`src/design/deadline_timer_table_assert.svh`:
```
// Assertion macros for the deadline timer table
`ifndef DEADLINE_TIMER_TABLE_ASSERT_SVH
`define DEADLINE_TIMER_TABLE_ASSERT_SVH
// Check that a condition implies a consequence at the same edge
`define DTT_ASSERT_IMP(label, cond, cons) \
  label: assert property (@(posedge clk) disable iff (rst) (cond) |-> (cons)) \
    else $error("assertion failed");
// Check that a condition implies a consequence at the next edge
`define DTT_ASSERT_NEXT(label, cond, cons) \
  label: assert property (@(posedge clk) disable iff (rst) (cond) |=> (cons)) \
    else $error("assertion failed");
`endif

```
`src/design/dtt_pkg.sv`:
```
// ----------------------------------------------------------------------------
// dtt_pkg
// Types and constants shared by the deadline timer table.
// ----------------------------------------------------------------------------
package dtt_pkg;
  localparam int TableDepth = 16;
  localparam int TimeWidth  = 48;
  localparam int IdxW = $clog2(TableDepth);
  localparam int CntW = $clog2(TableDepth + 1);

  localparam logic [2:0] FN_SCHED  = 3'd0;
  localparam logic [2:0] FN_CANCEL = 3'd1;
  localparam logic [2:0] FN_TAKEC  = 3'd2;
  localparam logic [2:0] FN_TAKEA  = 3'd3;
  localparam logic [2:0] FN_QUERY  = 3'd4;

  localparam logic [2:0] ST_OK      = 3'd0;
  localparam logic [2:0] ST_INVALID = 3'd1;
  localparam logic [2:0] ST_DUP     = 3'd2;
  localparam logic [2:0] ST_FULL    = 3'd3;
  localparam logic [2:0] ST_NONE    = 3'd4;

  typedef struct packed {
    logic [15:0]          request_id;
    logic [7:0]           unit_id;
    logic [15:0]          frame_id;
    logic [15:0]          node_id;
    logic [15:0]          activation_id;
    logic [7:0]           attempt_id;
    logic [TimeWidth-1:0] deadline;
  } entry_t;

  typedef struct packed {
    logic [2:0]           func;
    logic [15:0]          request_id;
    logic [7:0]           unit_id;
    logic [15:0]          frame_id;
    logic [TimeWidth-1:0] now;
  } probe_t;

  typedef struct packed {
    logic            dup;
    logic            unit_hit;
    logic            free_found;
    logic [IdxW-1:0] free_idx;
    logic            hit_found;
    logic [IdxW-1:0] hit_idx;
    logic [TimeWidth-1:0] best_dl;
  } scan_t;
endpackage

```
`src/design/dtt_cell.sv`:
```
// ----------------------------------------------------------------------------
// dtt_cell
// One timer slot: holds an entry and folds its own match into the scan beat
// that passes through toward the next cell.
// ----------------------------------------------------------------------------
module dtt_cell (
  input  logic                 clk,
  input  logic                 rst,
  input  logic [dtt_pkg::IdxW-1:0] idx,
  input  logic                 wr,
  input  dtt_pkg::entry_t      wr_entry,
  input  logic                 clr,
  input  dtt_pkg::probe_t      probe,
  input  dtt_pkg::scan_t       scan_in,
  output dtt_pkg::scan_t       scan_out,
  output logic                 valid,
  output dtt_pkg::entry_t      entry
);
  import dtt_pkg::*;

  logic live, expired, ctx_ok, better;

  always_ff @(posedge clk) begin
    if (rst) begin
      valid <= 1'b0;
    end else if (wr) begin
      valid <= 1'b1;
    end else if (clr) begin
      valid <= 1'b0;
    end
  end

  always_ff @(posedge clk) begin
    if (wr) begin
      entry <= wr_entry;
    end
  end

  assign live    = valid;
  assign expired = live && (entry.deadline <= probe.now);
  assign ctx_ok  = (probe.func != FN_TAKEC) ||
                   (entry.unit_id == probe.unit_id && entry.frame_id == probe.frame_id);
  assign better  = expired && ctx_ok && (!scan_in.hit_found || entry.deadline < scan_in.best_dl);

  always_comb begin
    scan_out = scan_in;
    if (live && entry.request_id == probe.request_id) begin
      scan_out.dup = 1'b1;
      if (!scan_in.dup && probe.func == FN_CANCEL) scan_out.hit_idx = idx;
    end
    if (live && entry.unit_id == probe.unit_id) scan_out.unit_hit = 1'b1;
    if (!live && !scan_in.free_found) begin
      scan_out.free_found = 1'b1;
      scan_out.free_idx   = idx;
    end
    if ((probe.func == FN_TAKEC || probe.func == FN_TAKEA) && better) begin
      scan_out.hit_found = 1'b1;
      scan_out.hit_idx   = idx;
      scan_out.best_dl   = entry.deadline;
    end
  end
endmodule

```
`config.mk`:
```
export PLATFORM = sky130hd
export DESIGN_NAME = dtt_cell
export DESIGN_NICKNAME = d
export VERILOG_FILES = /design/src/design/deadline_timer_table_assert.svh /design/src/design/dtt_pkg.sv /design/src/design/dtt_cell.sv
export SDC_FILE = /design/constraint.sdc
export NUM_CORES = 1
export LEC_CHECK = 0
export ABC_CLOCK_PERIOD_IN_PS = 6400
export BUFFER_PORTS_ARGS = -buffer_cell sky130_fd_sc_hd__buf_2
export CAP_MARGIN = 20
export CORE_AREA = 4 4 181 183
export CTS_CLUSTER_SIZE = 28
export DETAILED_ROUTE_END_ITERATION = 8
export DIE_AREA = 0 0 185 187
export GPL_TIMING_DRIVEN = 0
export SYNTH_ARGS = -nofsm -noshare
export SYNTH_HDL_FRONTEND = slang
export SYNTH_SLANG_ARGS = --single-unit
```
`constraint.sdc`:
```
create_clock -name clk -period 6.4 [get_ports clk]
set_input_delay 0 -clock clk [delete_from_list [all_inputs] [get_ports clk]]
set_output_delay 0 -clock clk [all_outputs]
set_load 0.05 [all_outputs]
```
==> impl_summary.md <==
Clock network
Once the clock tree was built, the resizer swapped 0 gates to a different size. The register clock-pin slew on the reported worst setup and hold paths is 0.06 ns. The root buffer cell chosen for the clock tree is sky130_fd_sc_hd__clkbuf_16. The setup fix buffers added after clock tree synthesis is 0. The later-pin clock latency in the skew report is roughly 0.43 ns.

The maximum clock path buffer count is 2. The H-tree level count is 4. The tree built by TritonCTS fans out to 129 sinks. The number of buffers created by CTS is 17. The CTS tree is built.

STA
The share of the clock period used by the worst path after layout is 61.9%. The accumulated negative setup slack is 0 ns. The timing-limited maximum frequency is 0.253 GHz.

Setup repair after global routing left no endpoint under its margin. The smallest setup slack after layout is roughly 2.4 ns. The final setup violation count is 0. The final number of max-transition violations is 0. For the pin with the worst max-slew slack, the measured transition is a little under 0.8 ns. The final hold violation count is 0. The normalized max-slew margin is between 40% and 50%. The final clock skew is 0 ns. The minimum period implied by the final worst setup slack is 3.96 ns.

Power and ir drop
Summing internal, switching and leakage power gives 2.94 mW. VDD sags by at most 0.172 mV. The analysis attributes to cell leakage a power of 5.96 nW. Power spread over the standard cell area amounts to 236 nW/um2.

Cells and area
In the final layout, the multi-input gates occupy 3270 um2. Fill cells in the final layout number 3090. In the layout the commonest cells are sky130_fd_sc_hd__buf_2 (474), sky130_fd_sc_hd__dlygate4sd3_1 (130), sky130_fd_sc_hd__edfxtp_1 (128), sky130_fd_sc_hd__inv_1 (97), sky130_fd_sc_hd__ha_1 (95). The fraction of layout instances using a drive strength above 1 is 46.3%. The register area is 3860 um2.

With fillers left out, the area of the finished cells amounts to 12400 um2. Relative to the synthesized area, the layout overhead comes to 64.4%. The count of non-filler cells in the finished layout is approximately 1600.

The most common cell after layout, fill and taps aside is sky130_fd_sc_hd__buf_2. The net count of the finished layout is 1609.

Logic synthesis
The synthesized design contains about 130 enable-type register cells. The mapped netlist covers 7560 um2. The commonest register cell after synthesis is sky130_fd_sc_hd__edfxtp_1.

The number of instances in the synthesized netlist is 601. The number of synthesis warnings is 0. The synthesized design spends more area on one cell type than any other, namely sky130_fd_sc_hd__edfxtp_1. The fraction of post-synthesis cell area in the top cell type by area is 50.8%. The unique cell type count in the Yosys netlist is 41. Counting flops with an async set or reset pin after synthesis yields a share of 0%. Summing the sequential cell areas from Yosys gives 51.1% of the chip area. Sorting the synthesized cells by area gives the leading types as sky130_fd_sc_hd__edfxtp_1 (51%), sky130_fd_sc_hd__ha_1 (16%), sky130_fd_sc_hd__mux2_2 (5.4%). The number of nets handed over by synthesis was 983. In this run, synthesis produced a sequential element count of 129. The average footprint of a synthesized cell is 12.6 um2.

Detailed routing
After detailed routing, the average wire length per cell comes to 18.4 um. After detailed routing, the number of vias per cell comes to 4.38. In this run the remaining antenna-violating nets after routing total 0. The total wirelength of the detailed-routed design is 30.2 mm. The pre-antenna-repair detailed-routing pass consisted of 4 iterations. The total length of routed met3 wires is 2.02 mm. The count of unresolved DRC violations after routing is 0.

The detailed router finished its first iteration with between 200 and 250 violations. The number of vias after detailed routing is approximately 7000. The uppermost metal layer occupied by signal nets is met5.

In the final routing, the length of wire on met1 measures 11.7 mm. Wire segments on met2 add up to 15.7 mm in the final route.

Floorplan
In this run the horizontal extent of the chip is 185 um. The floorplan step defined a core boundary enclosing 31200 um2. The number of primary I/O pins is approximately 480. For this configuration, the core starts out at a cell density of 24.2%. In this run the vertical extent of the chip is 187 um.

The full die area is 34600 um2. The floorplan has 65 rows.

GRT
Entering global routing, the biggest net connects 66 pins. The number of antenna violations at the first check in global routing is 8. The first global-routing pass estimated 45.0 mm of wire. The number of global-route vias before repair came to 7946. The global-route usage over all layers is 17.2%. The aggregate global routing overflow is 0.

Run status
The run finished with clean final reports.

Setup path
The startpoint kind of the worst setup timing path is a flop. By startpoint and endpoint, the worst setup path is classified as reg -> out. The arrival time at the worst endpoint is a little under 4 ns.

The biggest fanout along the worst timing path is 10. For the worst setup path, the data required time is 6.40 ns. The worst setup path is captured at an output pin.

Place
The number of placed cells counting well taps is 1480. In this run the tool buffered the top-level ports with approximately 480 buffer cells. The HPWL after detailed placement is between 20 and 25 mm.

The global placement routability congestion is 0.823. The instance area at placement is 10500 um2. The worst setup slack before clock tree synthesis is 2.74 ns.

Worst hold path
The path class of the tightest hold or removal check is in -> reg.

Job
The number of violations of the max-capacitance limit is 0.
Yosys cell counts (2+ instances only):
master                       n
sky130_fd_sc_hd__a31oi_1     3
sky130_fd_sc_hd__a221oi_1    3
sky130_fd_sc_hd__buf_4       2
sky130_fd_sc_hd__nand3_1     9
sky130_fd_sc_hd__nor4_1      8
sky130_fd_sc_hd__xnor2_1    35
sky130_fd_sc_hd__a21oi_1    40
sky130_fd_sc_hd__nand2b_1    5
sky130_fd_sc_hd__edfxtp_1  128
sky130_fd_sc_hd__buf_12      2
sky130_fd_sc_hd__o21ai_0    13
sky130_fd_sc_hd__ha_1       95
sky130_fd_sc_hd__nor3_1      2
sky130_fd_sc_hd__nor2_1      9
sky130_fd_sc_hd__nand4_1    25
sky130_fd_sc_hd__xor2_1      5
sky130_fd_sc_hd__a21o_1      8
sky130_fd_sc_hd__a221o_1     2
sky130_fd_sc_hd__nand2_1    31
sky130_fd_sc_hd__o21ai_2     2
sky130_fd_sc_hd__o211ai_1    3
sky130_fd_sc_hd__mux2_2     36
sky130_fd_sc_hd__and4_1      2
sky130_fd_sc_hd__inv_1      97
sky130_fd_sc_hd__mux2_4     20
cell families (layout without fill, tap and decap cells):
group / after synthesis / after routing / synth area share [%]
muxes: 56 / 56 / 9.33
buffers and inverters: 102 / 741 / 5.69
other: 0 / 3 / 0
DFF: 129 / 129 / 51.1
AOI/OAI and AO/OA: 80 / 80 / 6.50
adders and majority gates: 95 / 95 / 15.7
xor gates and xnor gates: 40 / 40 / 4.63
and+or+nand+nor: 99 / 99 / 7.06
critical path, cell delays in order, from the launching register on:
cell,delay [ns]
sky130_fd_sc_hd__edfxtp_1,0.45
sky130_fd_sc_hd__ha_1,0.35
sky130_fd_sc_hd__nand4_1,0.14
sky130_fd_sc_hd__or4_4,0.60
sky130_fd_sc_hd__nor4_1,0.52
sky130_fd_sc_hd__a221oi_1,0.21
sky130_fd_sc_hd__a21oi_4,0.31
sky130_fd_sc_hd__nor2_4,0.09
sky130_fd_sc_hd__buf_6,0.18
sky130_fd_sc_hd__buf_12,0.17
sky130_fd_sc_hd__mux2_4,0.30
sky130_fd_sc_hd__buf_2,0.21
per-stage QoR:
stage	util (%)	hold slack, ns
after global routing	39.8	0.0976
final	39.8	0.0968
after detailed placement	33.6	0.161
after CTS	39.8	0.0890
after floorplan	-	0.0724
after global placement	33.4	0.159
metal layers:
metal | GRT usage [%] | vias up
li1 | - | 3454
met1 | 19.1 | 3411
met2 | 30.8 | 282
met3 | 5.31 | 46
met4 | 5.67 | 8
met5 | 0 | -
where the power goes:
part / internal [mW] / leakage, nW / switching [mW]
logic: 0.291 / 4.40 / 0.531
registers: 1.01 / 1.26 / 0.0597
clock network: 0.655 / 0.296 / 0.397
total: 1.95 / 5.96 / 0.988
state kept, by name, summed over array words and instances (netlist names):
name and count:
valid 1, entry 128
final timing paths:
| check | start | endpoint | slack (ns) | cells past startpoint |
|---|---|---|---|---|
| max | entry[47] | scan_out[32] | 2.44 | 11 |
| min | wr | entry[101] | 0.1 | 2 |
| max reg2reg | valid | valid | 5.08 | 3 |
| min reg2reg | valid | valid | 1.22 | 3 |
timing repair:
action	CTS	global route
hold endpoints to repair	129	0
endpoints found under the setup margin	0	0
hold buffers	130	0
area by class of cell:
cell class	count	share of cell area (%)
clock buffer	20	3.51
sequential	129	31.1
timing repair buffer	607	30.1
clock inverter	12	1.48
multi-input combinational	370	26.3
buffer	5	0.533
antenna	3	0.0604
inverter	97	2.93
tap	402	4.04
Power figures use the tool's default switching activity.
